**config.mk**
```make
export PLATFORM = sky130hd
export DESIGN_NAME = infix_to_postfix_converter_unit
export DESIGN_NICKNAME = d
export VERILOG_FILES = /design/src/design/itp_pkg.sv /design/src/design/infix_to_postfix_converter_unit.sv /design/src/design/itp_datapath.sv /design/src/design/itp_ctrl.sv
export SDC_FILE = /design/constraint.sdc
export NUM_CORES = 1
export LEC_CHECK = 0
export BUFFER_PORTS_ARGS = -buffer_cell sky130_fd_sc_hd__buf_2
export CAP_MARGIN = 20
export CORE_UTILIZATION = 62
export DETAILED_ROUTE_END_ITERATION = 10
export PLACE_DENSITY = 0.85
export SLEW_MARGIN = 20
export SYNTH_ARGS = -nofsm -noshare
export SYNTH_HDL_FRONTEND = slang
export SYNTH_SLANG_ARGS = --single-unit
```
**constraint.sdc**
```tcl
create_clock -name clk_i -period 7.2 [get_ports clk_i]
set_input_delay 0.36 -clock clk_i [delete_from_list [all_inputs] [get_ports clk_i]]
set_output_delay 0.36 -clock clk_i [all_outputs]
set_load 0.01 [all_outputs]
```
**src/design/itp_pkg.sv**
```systemverilog
// Shared types, token codes and precedence helpers of the infix to postfix converter.
package itp_pkg;

  localparam int STACK_DEPTH = 16;
  localparam int VALUE_BITS  = 32;
  localparam int KIND_W      = 3;
  localparam int CNT_W       = $clog2(STACK_DEPTH + 1);
  localparam int IDX_W       = $clog2(STACK_DEPTH);
  localparam int DATA_W      = ((VALUE_BITS + 7) / 8) * 8;
  localparam int OUT_USER_W  = KIND_W + 1;
  localparam int PREC_W      = 5;

  typedef logic [KIND_W-1:0]     kind_t;
  typedef logic [VALUE_BITS-1:0] value_t;
  typedef logic [CNT_W-1:0]      cnt_t;
  typedef logic [IDX_W-1:0]      idx_t;
  typedef logic [PREC_W-1:0]     prec_t;

  // Input token kinds.
  localparam kind_t K_OPERAND = 3'd0;
  localparam kind_t K_PLUS    = 3'd1;
  localparam kind_t K_MINUS   = 3'd2;
  localparam kind_t K_TIMES   = 3'd3;
  localparam kind_t K_DIVIDE  = 3'd4;
  localparam kind_t K_LPAREN  = 3'd5;
  localparam kind_t K_RPAREN  = 3'd6;
  localparam kind_t K_END     = 3'd7;
  // Output kind of the end marker.
  localparam kind_t OUT_END   = 3'd5;

  localparam prec_t PREC_MULDIV         = 5'd10;
  localparam prec_t PREC_ADDSUB         = 5'd9;
  localparam prec_t PREC_LPAREN_IN      = 5'd20;
  localparam prec_t PREC_LPAREN_STACKED = 5'd0;

  // Source of an emitted item.
  localparam logic [1:0] EMIT_VALUE = 2'd0;
  localparam logic [1:0] EMIT_TOP   = 2'd1;
  localparam logic [1:0] EMIT_END   = 2'd2;

  typedef struct packed {
    logic       load;
    logic       emit;
    logic [1:0] emit_sel;
    logic       last;
    logic       pop;
    logic       push;
    logic       clear;
  } itp_cmd_t;

  typedef struct packed {
    kind_t kind;
    logic  cnt_zero;
    logic  cnt_one;
    logic  top_lp;
    logic  sec_lp;
    logic  pop_top;
    logic  pop_sec;
    logic  sec_ok;
    logic  out_free;
  } itp_status_t;

  function automatic prec_t stacked_prec(kind_t k);
    prec_t p;
    if (k == K_TIMES || k == K_DIVIDE) p = PREC_MULDIV;
    else if (k == K_PLUS || k == K_MINUS) p = PREC_ADDSUB;
    else p = PREC_LPAREN_STACKED;
    return p;
  endfunction

  function automatic prec_t incoming_prec(kind_t k);
    prec_t p;
    if (k == K_TIMES || k == K_DIVIDE) p = PREC_MULDIV;
    else if (k == K_PLUS || k == K_MINUS) p = PREC_ADDSUB;
    else p = PREC_LPAREN_IN;
    return p;
  endfunction

endpackage

```
**src/design/infix_to_postfix_converter_unit.sv**
```systemverilog
// Top level of the streaming infix to postfix converter.
// Usage: one infix token enters per item on the s_axis channel (tuser = token
// kind, tdata = operand value). Postfix tokens leave on the m_axis channel
// (tdata = operand value or zero, tuser = kind and error flag, tlast on the
// final item released by each input item). Operators and left parentheses
// wait on a 16-entry stack that lives in a small memory.
// Timing: an input item is taken while the converter is idle and handled in
// the cycle after; a new item is taken only once the last one is finished.
// The first stack pop of an item follows the take directly; each further pop
// waits until the memory read of the entry below the top has settled after
// the count changes. The first result passes through the token registers
// and then the output register before it leaves.
// Reset empties the stack and clears the error flag; no clearing pass is
// needed. When the receiver stalls, the finished item waits in the output
// register and the converter holds until it is taken.
module infix_to_postfix_converter_unit (
  input  logic                          clk_i,
  input  logic                          rst_ni,
  input  logic                          s_axis_tvalid,
  output logic                          s_axis_tready,
  input  logic [itp_pkg::DATA_W-1:0]    s_axis_tdata,  // [31:0] operand_value
  input  logic [itp_pkg::KIND_W-1:0]    s_axis_tuser,  // [2:0] func
  output logic                          m_axis_tvalid,
  input  logic                          m_axis_tready,
  output logic [itp_pkg::DATA_W-1:0]    m_axis_tdata,  // [31:0] out_value
  output logic [itp_pkg::OUT_USER_W-1:0] m_axis_tuser, // [2:0] out_kind, [3] error
  output logic                          m_axis_tlast
);
  import itp_pkg::*;

  itp_cmd_t    cmd;
  itp_status_t status;
  kind_t       m_kind;
  value_t      m_value;
  logic        m_error;

  itp_ctrl u_ctrl (
    .clk_i      (clk_i),
    .rst_ni     (rst_ni),
    .s_tvalid_i (s_axis_tvalid),
    .s_tready_o (s_axis_tready),
    .status_i   (status),
    .cmd_o      (cmd)
  );

  itp_datapath u_datapath (
    .clk_i      (clk_i),
    .rst_ni     (rst_ni),
    .cmd_i      (cmd),
    .s_func_i   (s_axis_tuser),
    .s_value_i  (s_axis_tdata[VALUE_BITS-1:0]),
    .m_tready_i (m_axis_tready),
    .status_o   (status),
    .m_valid_o  (m_axis_tvalid),
    .m_kind_o   (m_kind),
    .m_value_o  (m_value),
    .m_last_o   (m_axis_tlast),
    .m_error_o  (m_error)
  );

  assign m_axis_tdata = DATA_W'(m_value);
  assign m_axis_tuser = {m_error, m_kind};

endmodule

```
**src/design/itp_datapath.sv**
```systemverilog
// Operator stack, token registers and output register of the converter.
module itp_datapath (
  input  logic                clk_i,
  input  logic                rst_ni,
  input  itp_pkg::itp_cmd_t   cmd_i,
  input  itp_pkg::kind_t      s_func_i,
  input  itp_pkg::value_t     s_value_i,
  input  logic                m_tready_i,
  output itp_pkg::itp_status_t status_o,
  output logic                m_valid_o,
  output itp_pkg::kind_t      m_kind_o,
  output itp_pkg::value_t     m_value_o,
  output logic                m_last_o,
  output logic                m_error_o
);
  import itp_pkg::*;

  kind_t  stack_mem [STACK_DEPTH];
  kind_t  sec_q;
  kind_t  top_q, top_d;
  kind_t  kind_q;
  value_t value_q;
  cnt_t   count_q, count_d;
  cnt_t   lp_cnt_q, lp_cnt_d;
  cnt_t   rd_cnt;
  logic   err_q, err_d;
  logic   sec_ok_q;
  logic   full;
  logic   wr_en;
  logic   in_is_op;
  logic   in_pops;
  logic   pred_err;

  logic   out_valid_q;
  kind_t  out_kind_q;
  value_t out_value_q;
  logic   out_last_q;
  logic   out_err_q;
  logic   out_free;

  assign full     = (count_q == cnt_t'(STACK_DEPTH));
  assign wr_en    = cmd_i.push && !full;
  assign rd_cnt   = count_q - cnt_t'(2);
  assign out_free = !out_valid_q || m_tready_i;

  // The error of a whole step is known before its first item leaves.
  always_comb begin
    in_is_op = (s_func_i == K_PLUS) || (s_func_i == K_MINUS) ||
               (s_func_i == K_TIMES) || (s_func_i == K_DIVIDE);
    in_pops  = (count_q != '0) && (top_q != K_LPAREN) &&
               (stacked_prec(top_q) >= incoming_prec(s_func_i));
    pred_err = (in_is_op && full && !in_pops) ||
               ((s_func_i == K_LPAREN) && full) ||
               ((s_func_i == K_RPAREN) && (lp_cnt_q == '0)) ||
               ((s_func_i == K_END) && (lp_cnt_q != '0));
  end

  always_comb begin
    count_d  = count_q;
    lp_cnt_d = lp_cnt_q;
    top_d    = top_q;
    err_d    = err_q;
    if (cmd_i.load) begin
      err_d = err_q | pred_err;
    end
    if (cmd_i.pop) begin
      count_d = count_q - cnt_t'(1);
      top_d   = sec_q;
      if (top_q == K_LPAREN) lp_cnt_d = lp_cnt_q - cnt_t'(1);
    end
    if (wr_en) begin
      count_d = count_q + cnt_t'(1);
      top_d   = kind_q;
      if (kind_q == K_LPAREN) lp_cnt_d = lp_cnt_q + cnt_t'(1);
    end
    if (cmd_i.clear) begin
      count_d  = '0;
      lp_cnt_d = '0;
      err_d    = 1'b0;
    end
  end

  // The entry below the top is read every cycle; it is good once the count has held.
  always_ff @(posedge clk_i) begin
    if (wr_en) stack_mem[count_q[IDX_W-1:0]] <= kind_q;
    sec_q <= stack_mem[rd_cnt[IDX_W-1:0]];
  end

  always_ff @(posedge clk_i or negedge rst_ni) begin
    if (!rst_ni) begin
      count_q     <= '0;
      lp_cnt_q    <= '0;
      err_q       <= 1'b0;
      sec_ok_q    <= 1'b0;
      out_valid_q <= 1'b0;
    end else begin
      count_q  <= count_d;
      lp_cnt_q <= lp_cnt_d;
      err_q    <= err_d;
      sec_ok_q <= (count_d == count_q);
      if (cmd_i.emit) out_valid_q <= 1'b1;
      else if (m_tready_i) out_valid_q <= 1'b0;
    end
  end

  always_ff @(posedge clk_i) begin
    top_q <= top_d;
    if (cmd_i.load) begin
      kind_q  <= s_func_i;
      value_q <= s_value_i;
    end
    if (cmd_i.emit) begin
      out_last_q <= cmd_i.last;
      out_err_q  <= err_q;
      case (cmd_i.emit_sel)
        EMIT_VALUE: begin
          out_kind_q  <= K_OPERAND;
          out_value_q <= value_q;
        end
        EMIT_TOP: begin
          out_kind_q  <= top_q;
          out_value_q <= '0;
        end
        default: begin
          out_kind_q  <= OUT_END;
          out_value_q <= '0;
        end
      endcase
    end
  end

  always_comb begin
    status_o.kind     = kind_q;
    status_o.cnt_zero = (count_q == '0);
    status_o.cnt_one  = (count_q == cnt_t'(1));
    status_o.top_lp   = (top_q == K_LPAREN);
    status_o.sec_lp   = (sec_q == K_LPAREN);
    status_o.pop_top  = (count_q != '0) && (top_q != K_LPAREN) &&
                        (stacked_prec(top_q) >= incoming_prec(kind_q));
    status_o.pop_sec  = (count_q > cnt_t'(1)) && (sec_q != K_LPAREN) &&
                        (stacked_prec(sec_q) >= incoming_prec(kind_q));
    status_o.sec_ok   = sec_ok_q;
    status_o.out_free = out_free;
  end

  assign m_valid_o = out_valid_q;
  assign m_kind_o  = out_kind_q;
  assign m_value_o = out_value_q;
  assign m_last_o  = out_last_q;
  assign m_error_o = out_err_q;

`ifndef SYNTHESIS
  a_count_range: assert property (@(posedge clk_i) disable iff (!rst_ni)
    count_q <= cnt_t'(STACK_DEPTH)) else $error("stack count out of range");
  a_lp_le_count: assert property (@(posedge clk_i) disable iff (!rst_ni)
    lp_cnt_q <= count_q) else $error("more left parentheses than entries");
  a_pop_nonempty: assert property (@(posedge clk_i) disable iff (!rst_ni)
    cmd_i.pop |-> count_q != '0) else $error("pop from an empty stack");
`endif

endmodule

```
**src/design/itp_ctrl.sv**
```systemverilog
// Sequencer that steps one token through the shunting-yard decisions.
module itp_ctrl (
  input  logic                 clk_i,
  input  logic                 rst_ni,
  input  logic                 s_tvalid_i,
  output logic                 s_tready_o,
  input  itp_pkg::itp_status_t status_i,
  output itp_pkg::itp_cmd_t    cmd_o
);
  import itp_pkg::*;

  localparam logic ST_IDLE = 1'b0;
  localparam logic ST_RUN  = 1'b1;

  logic state_q, state_d;

  assign s_tready_o = (state_q == ST_IDLE);

  always_comb begin
    cmd_o   = '0;
    state_d = state_q;
    case (state_q)
      ST_IDLE: begin
        if (s_tvalid_i) begin
          cmd_o.load = 1'b1;
          state_d    = ST_RUN;
        end
      end
      default: begin
        case (status_i.kind)
          K_OPERAND: begin
            if (status_i.out_free) begin
              cmd_o.emit     = 1'b1;
              cmd_o.emit_sel = EMIT_VALUE;
              cmd_o.last     = 1'b1;
              state_d        = ST_IDLE;
            end
          end
          K_PLUS, K_MINUS, K_TIMES, K_DIVIDE: begin
            if (status_i.pop_top) begin
              if (status_i.sec_ok && status_i.out_free) begin
                cmd_o.emit     = 1'b1;
                cmd_o.emit_sel = EMIT_TOP;
                cmd_o.last     = !status_i.pop_sec;
                cmd_o.pop      = 1'b1;
              end
            end else begin
              cmd_o.push = 1'b1;
              state_d    = ST_IDLE;
            end
          end
          K_LPAREN: begin
            cmd_o.push = 1'b1;
            state_d    = ST_IDLE;
          end
          K_RPAREN: begin
            if (status_i.cnt_zero) begin
              state_d = ST_IDLE;
            end else if (status_i.sec_ok) begin
              if (status_i.top_lp) begin
                cmd_o.pop = 1'b1;
                state_d   = ST_IDLE;
              end else if (status_i.out_free) begin
                cmd_o.emit     = 1'b1;
                cmd_o.emit_sel = EMIT_TOP;
                cmd_o.last     = status_i.cnt_one || status_i.sec_lp;
                cmd_o.pop      = 1'b1;
              end
            end
          end
          default: begin
            // End of expression: flush, then the end marker.
            if (status_i.cnt_zero) begin
              if (status_i.out_free) begin
                cmd_o.emit     = 1'b1;
                cmd_o.emit_sel = EMIT_END;
                cmd_o.last     = 1'b1;
                cmd_o.clear    = 1'b1;
                state_d        = ST_IDLE;
              end
            end else if (status_i.sec_ok) begin
              if (status_i.top_lp) begin
                cmd_o.pop = 1'b1;
              end else if (status_i.out_free) begin
                cmd_o.emit     = 1'b1;
                cmd_o.emit_sel = EMIT_TOP;
                cmd_o.pop      = 1'b1;
              end
            end
          end
        endcase
      end
    endcase
  end

  always_ff @(posedge clk_i or negedge rst_ni) begin
    if (!rst_ni) begin
      state_q <= ST_IDLE;
    end else begin
      state_q <= state_d;
    end
  end

`ifndef SYNTHESIS
  a_emit_in_run: assert property (@(posedge clk_i) disable iff (!rst_ni)
    cmd_o.emit |-> state_q == ST_RUN) else $error("item emitted outside a step");
  a_emit_free: assert property (@(posedge clk_i) disable iff (!rst_ni)
    cmd_o.emit |-> status_i.out_free) else $error("output register overwritten");
  a_pop_settled: assert property (@(posedge clk_i) disable iff (!rst_ni)
    cmd_o.pop |-> status_i.sec_ok) else $error("pop before stack read settled");
`endif

endmodule
```
# == Word-level counts from Yosys, hierarchy flattened ==
# Memories as Yosys holds them, arrays and structs flattened. A register that Yosys moved wholly into a read port is not among the register bits.
# Index checks and enable logic that the tools add are counted.
# totals
ff_bits,89
mem_bits_rw,48
inputBits,39
output_inout_bits,39
word_cells,157
n_memories,1
# op_classes
add_sub_neg,5
magnitude_cmp,4
n_eq_ne,29
muxes,60
bitwise,2
n_reduce_logical,43
# memory_table
memory,words,width,read_ports,rd_ports_with_merged_regs,wr,line_no,rtl
u_datapath.stack_mem,16,3,1,1,1,itp_datapath.sv:18,kind_t stack_mem [STACK_DEPTH];
# op_table
op,n
two-way mux 5 bit,18
== test 3 bit (second input constant),11
== test 3 x 2 -> 1 bit (second input constant),8
two-way mux 1 bit,24
two-way mux 4 bit,6
two-way mux 3 bit,6
one-hot mux 4 bit (4 select lines),1
logical OR 1 bit,15
== test 3 x 1 -> 1 bit (second input constant),4
logical AND 1 bit,12
adder 5 x 1 -> 5 bit (second input constant),2
greater-or-equal comparator 5 bit,2
zero test 5 bit,2
nonzero test 5 bit,2
subtractor 5 x 1 -> 5 bit (second input constant),2
two-way mux 7 bit,1
OR reduction 7 bit,1
inequality test 3 bit (second input constant),2
one-hot mux 3 bit (2 select lines),1
nonzero test 2 bit,3
== test 5 x 1 -> 1 bit (second input constant),1
== test 5 bit,1
== test 5 bit (second input constant),1
greater-or-equal comparator 4 x 5 -> 1 bit,1
other kinds (13),16

# == Depth between registers and ports, before layout ==
# logic_depth
word_depth,15
mapped_depth,12
ltp_nobuf,10

# == Hierarchy ==
# Synthesis repeated with hierarchy kept, for this count alone.
# unflattened
hier_cells,444
area_unflattened_um2,6304.8
# by_module_without_submodules
module,instances,cells_per_inst,area_per_inst_um2,seq_area_each_um2
itp_datapath,1,389,5938.2,4078.9
itp_ctrl,1,54,359.1,25.0
infix_to_postfix_converter_unit,1,1,7.5,0.0

# == Worst setup path before layout ==
# Ideal clock, no wire load.
# synth_path
path_type,reg2reg
startpoint,register u_datapath.kind_q[1]
endpoint,"register u_datapath.out_err_q (netlist: u_datapath.m_error_o), enable pin"
setup_ps,398
arrival_ps,3208
required_ps,6802
path_slack_ps,3594
stages_incl_launch_ff,11
path_buffers,1
synth_period_minus_slack_ps,3606
cell_sequence,edfxtp_1 > buf_2 > nor2_1 > xnor2_1 > inv_1 > ha_1 > nand2_1 > o21ai_1 > a21oi_1 > o21ai_0 > and3_1
# synth_rtl
item,line_no,rtl
from (decl),itp_datapath.sv:21,kind_t kind_q;
from (signal assigned),itp_datapath.sv:109,kind_q <= s_func_i;
to (signal assigned),itp_datapath.sv:114,out_err_q <= err_q;
to (decl),itp_datapath.sv:38,logic out_err_q;

# == Worst setup path after layout ==
# layout_path
startpoint,register u_datapath.kind_q[0]
endpoint,"memory u_datapath.stack_mem[6][0] (netlist name), enable pin"
# layout_between
elab_chain_cells,12
elab_cells_between_ends,18
cone_classes,order compare: 1; eq/ne: 5; mux: 7; reduce/logical: 5
# layout_rtl
item,line_no,rtl
== test 3 x 1 -> 1 bit / == test 3 x 2 -> 1 bit (equally long branches),"itp_pkg.sv:74, itp_ctrl.sv:30",
logical OR 1 bit,itp_pkg.sv:74,else if (k == K_PLUS || k == K_MINUS) p = PREC_ADDSUB;
two-way mux 5 bit,itp_pkg.sv:74,
two-way mux 5 bit,itp_pkg.sv:73,if (k == K_TIMES || k == K_DIVIDE) p = PREC_MULDIV;
greater-or-equal comparator 5 bit,itp_datapath.sv:139,(stacked_prec(top_q) >= incoming_prec(kind_q));
logical AND 1 bit,itp_datapath.sv:138,status_o.pop_top = (count_q != '0) && (top_q != K_LPAREN) &&
two-way mux 1 bit,itp_ctrl.sv:40,if (status_i.pop_top) begin
one-hot mux 1 bit (2 select lines) (*),itp_ctrl.sv:30,case (status_i.kind)
two-way mux 7 bit (*),itp_ctrl.sv:22,case (state_q)
logical AND 1 bit (*),itp_datapath.sv:42,assign wr_en = cmd_i.push && !full;
two-way mux 1 bit (*),itp_datapath.sv:85,if (wr_en) stack_mem[count_q[IDX_W-1:0]] <= kind_q;
two-way mux 1 bit (implied by the code) (*),itp_datapath.sv:85,
to (decl),itp_datapath.sv:18,
# Mark *: on every way between the ends. The rest lies on a longest branch, timed or not.

==> flow_summary.yaml <==
outcome:
  status: "finished, final reports clean"
detailed_routing:
  ant_nets: 0
  vias: 3770
  drc: 0
  via_per_inst: 5.77
  routed_wl_um: 13000
  drtPass1Iterations: 5
  drt-initial-drc-count: 325
  detail_route.wl_per_cell_um: 19.9
power_and_ir_drop:
  powerDensity_nw_per_um2: 415
  p_leak_nw: 2.83
  p_total_mw: 3.11
  ir_drop_mv: 0.275
global_route:
  grt_pass1_wl_um: 19600
  antenna_found_initial: 0
  gr-usage-all-layers_pct: 26.8
  grt_pass1_vias: 3787
  grt_start_max_net_pins: 39
  grt_overflow_total: 0
critical_path:
  endpoint_kind: "register"
  ff2ff_setup_slack_ns: 3.24
  crit_chain: "nor2_1 -> xnor2_1 -> inv_1 -> ha_1 -> a21oi_1 -> o21ai_1 -> a2111oi_4 -> or2_1 -> nand2_4 -> nor3b_2"
  cp.arrival_ns: 4.17
  cp_slowest_stage_delay_ns: 0.89
  endpoint: "u_datapath.stack_mem[6][0]$_DFFE_PP_"
  worst_setup_path_start_kind: "register"
  cp_data_required_time_ns: 7.41
  crit_family: "simple AND/OR/NAND/NOR gates"
  cp_slowest_cell: "edfxtp_1"
  critPathLaunch: "u_datapath.kind_q[0]$_DFFE_PP_"
  critPathBufInv: 1
  cp.depth: 10
  r2r_end: "u_datapath.stack_mem[6][0]$_DFFE_PP_"
  worstRegToRegCells: 10
  path_class: "register to register"
  r2r_start: "u_datapath.kind_q[0]$_DFFE_PP_"
  worst-path-max-fanout: 24
sta:
  tns_ns: 0
  setup_viol: 0
  max-slew-margin-rel_pct: 28.2
  worst_pin_slew_ns: 1.07
  finalCriticalPeriod_ns: 3.96
  skew_ns: 0.0105
  rsz0062_at_grt: "false"
  worst_slack_ns: 3.24
  timing.fmax_mhz: 252
  maxSlewViolCount: 0
  hold_viol: 0
  fin_crit_sh_pct: 55.0
finish:
  drive_above_1_share_pct: 28.1
  area_delta_synth_final_pct: 21.8
  fillers: 506
  antenna_cells: 0
  nets: 571
  finish.utilization_pct: 79.6
  fin_cells: 653
  multi_input_area_sq_um: 1930
  register_area_sq_um: 4100
logic_synthesis:
  syn-cell-area_sq_um: 6150
  synth-edff-count: 123
  ys_seq_elements: 140
  yosys-top-cells-area: "edfxtp_1 (60%), dfrtp_1 (5.7%), mux4_2 (5.5%)"
  synth_commonest_cells: "edfxtp_1 (123), and2_1 (38), ha_1 (21)"
  yosysWarnings: 0
  ys_types: 58
  syn_nets: 459
  ys_seq_area_share_pct: 66.7
  yosysTopAreaCellShare_pct: 60.0
  synth.most_common_cell: "edfxtp_1"
  synthArstFlopShare_pct: 10.0
  yosys.area.top_type: "edfxtp_1"
  synth_cells: 399
  synth_flop_cell: "edfxtp_1"
  syn_avg_cell_area_sq_um: 15.4
cts:
  clk_pin_slew_ns: 0.06
  cts_buffers: 17
  root_buffer: "clkbuf_8"
  clk_path_buf_depth: 2
  cts_resized: 0
  insertion_delay_ns: 0.53
  tritoncts: "yes"
  htreeDepth: 4
  clock-sinks: 140
placed_design:
  post-dp-hpwl_um: 7910
  pre_cts_ws_ns: 3.35
  gp_congestion: 0.897
  portBuffers: 77
  placed_cells: 590
worst_hold_path:
  worstHoldPathCells: 1
  hp-class: "input port to register"
die:
  die_x_um: 102
  io_pins: 78
  design.die.area_sq_um: 10300
  fp-row-count: 35
  coreArea_sq_um: 9420
  initial_core_util_pct: 65.3
  die_h_um: 102
job:
  maxCapViolations: 0
## final cells by class
type	instances	area share [%]
inverter	9	0.451
clock buffer	20	5.68
timing repair buffer	110	9.48
multi-input combinational	233	25.8
tap	129	2.15
clock inverter	12	1.69
sequential	140	54.8
## stage by stage
stage          area, sq um  hold WS, ns
3_5_place_dp          6630        0.283
2_1_floorplan         6150       0.0644
5_1_grt               7490     -0.00763
6_report              7490       0.0257
3_3_place_gp          6630        0.282
4_1_cts               7390     0.000414
## what timing repair did
item                                   CTS  global route
hold buffers                            21            10
endpoints found under the hold margin   34            10
setup buffers                            0             0
## cell usage in the layout, fill, tap and decap left out, drive strengths merged, types with 3 or more instances in the layout
cell type	count
inv	9
edfxtp	123
dfrtp	14
and3	7
mux2	4
and2	38
buf	79
xnor2	10
nand3	3
nor3	5
a21oi	18
ha	21
nor2b	5
o21ai	10
nor3b	8
xor2	4
clkbuf	20
nand3b	3
a21o	3
dfxtp	3
clkinv	6
nand4	3
nor2	16
mux4	15
nand2b	10
dlygate4sd3	31
clkinvlp	4
nand2	21
## registers in the layout (all words and copies together), names as in the netlist, 3 cells and up
signal	cells
u_datapath.top_q	3
u_datapath.stack_mem	48
u_datapath.m_value_o	32
u_datapath.count_q	5
u_datapath.sec_q	3
u_datapath.lp_cnt_q	5
u_datapath.kind_q	3
u_datapath.value_q	32
u_datapath.m_kind_o	3
## worst min-delay path by stage
| stage | to | start |
|---|---|---|
| 4_1_cts | u_datapath.value_q[22]$_DFFE_PP_ | s_axis_tdata[22] |
| 6_report | u_datapath.value_q[4]$_DFFE_PP_ | s_axis_tdata[4] |
| 5_1_grt | u_datapath.value_q[4]$_DFFE_PP_ | s_axis_tdata[4] |
| 3_3_place_gp | u_datapath.m_valid_o$_DFFE_PN0P_ | rst_ni |
| 2_1_floorplan | u_ctrl.state_q$_DFF_PN0_ | rst_ni |
| 3_5_place_dp | u_datapath.m_valid_o$_DFFE_PN0P_ | rst_ni |
## power by group
| group | internal [mW] | total (mW) | switching (mW) |
|---|---|---|---|
| Clock | 0.490 | 0.813 | 0.323 |
| Combinational | 0.438 | 0.972 | 0.534 |
| Sequential | 1.14 | 1.33 | 0.193 |
## per-layer routing
layer	GRT usage (%)	vias to the layer above	part of all wire, %
met1	32.4	1868	40
met2	45.8	166	53
met4	10.9	0	1.6
met5	0	-	0
met3	6.97	16	5.9
li1	-	1720	-
## worst reg2reg max path, stage by stage, from the launching register on
cell and delay (ns):
edfxtp_1 0.89, nor2_1 0.23, xnor2_1 0.35, inv_1 0.18, ha_1 0.33, a21oi_1 0.14
o21ai_1 0.21, a2111oi_4 0.40, or2_1 0.45, nand2_4 0.13, nor3b_2 0.34
## logic make-up after synthesis
family	after synthesis	synth area share, %
xor+xnor	14	1.99
simple gates	129	13.3
fa+ha+maj	21	4.27
buf+inv	26	1.97
flops	140	66.7
mux	19	6.22
compound gates	50	5.51
Note: power is estimated with default switching activity, not from simulation.
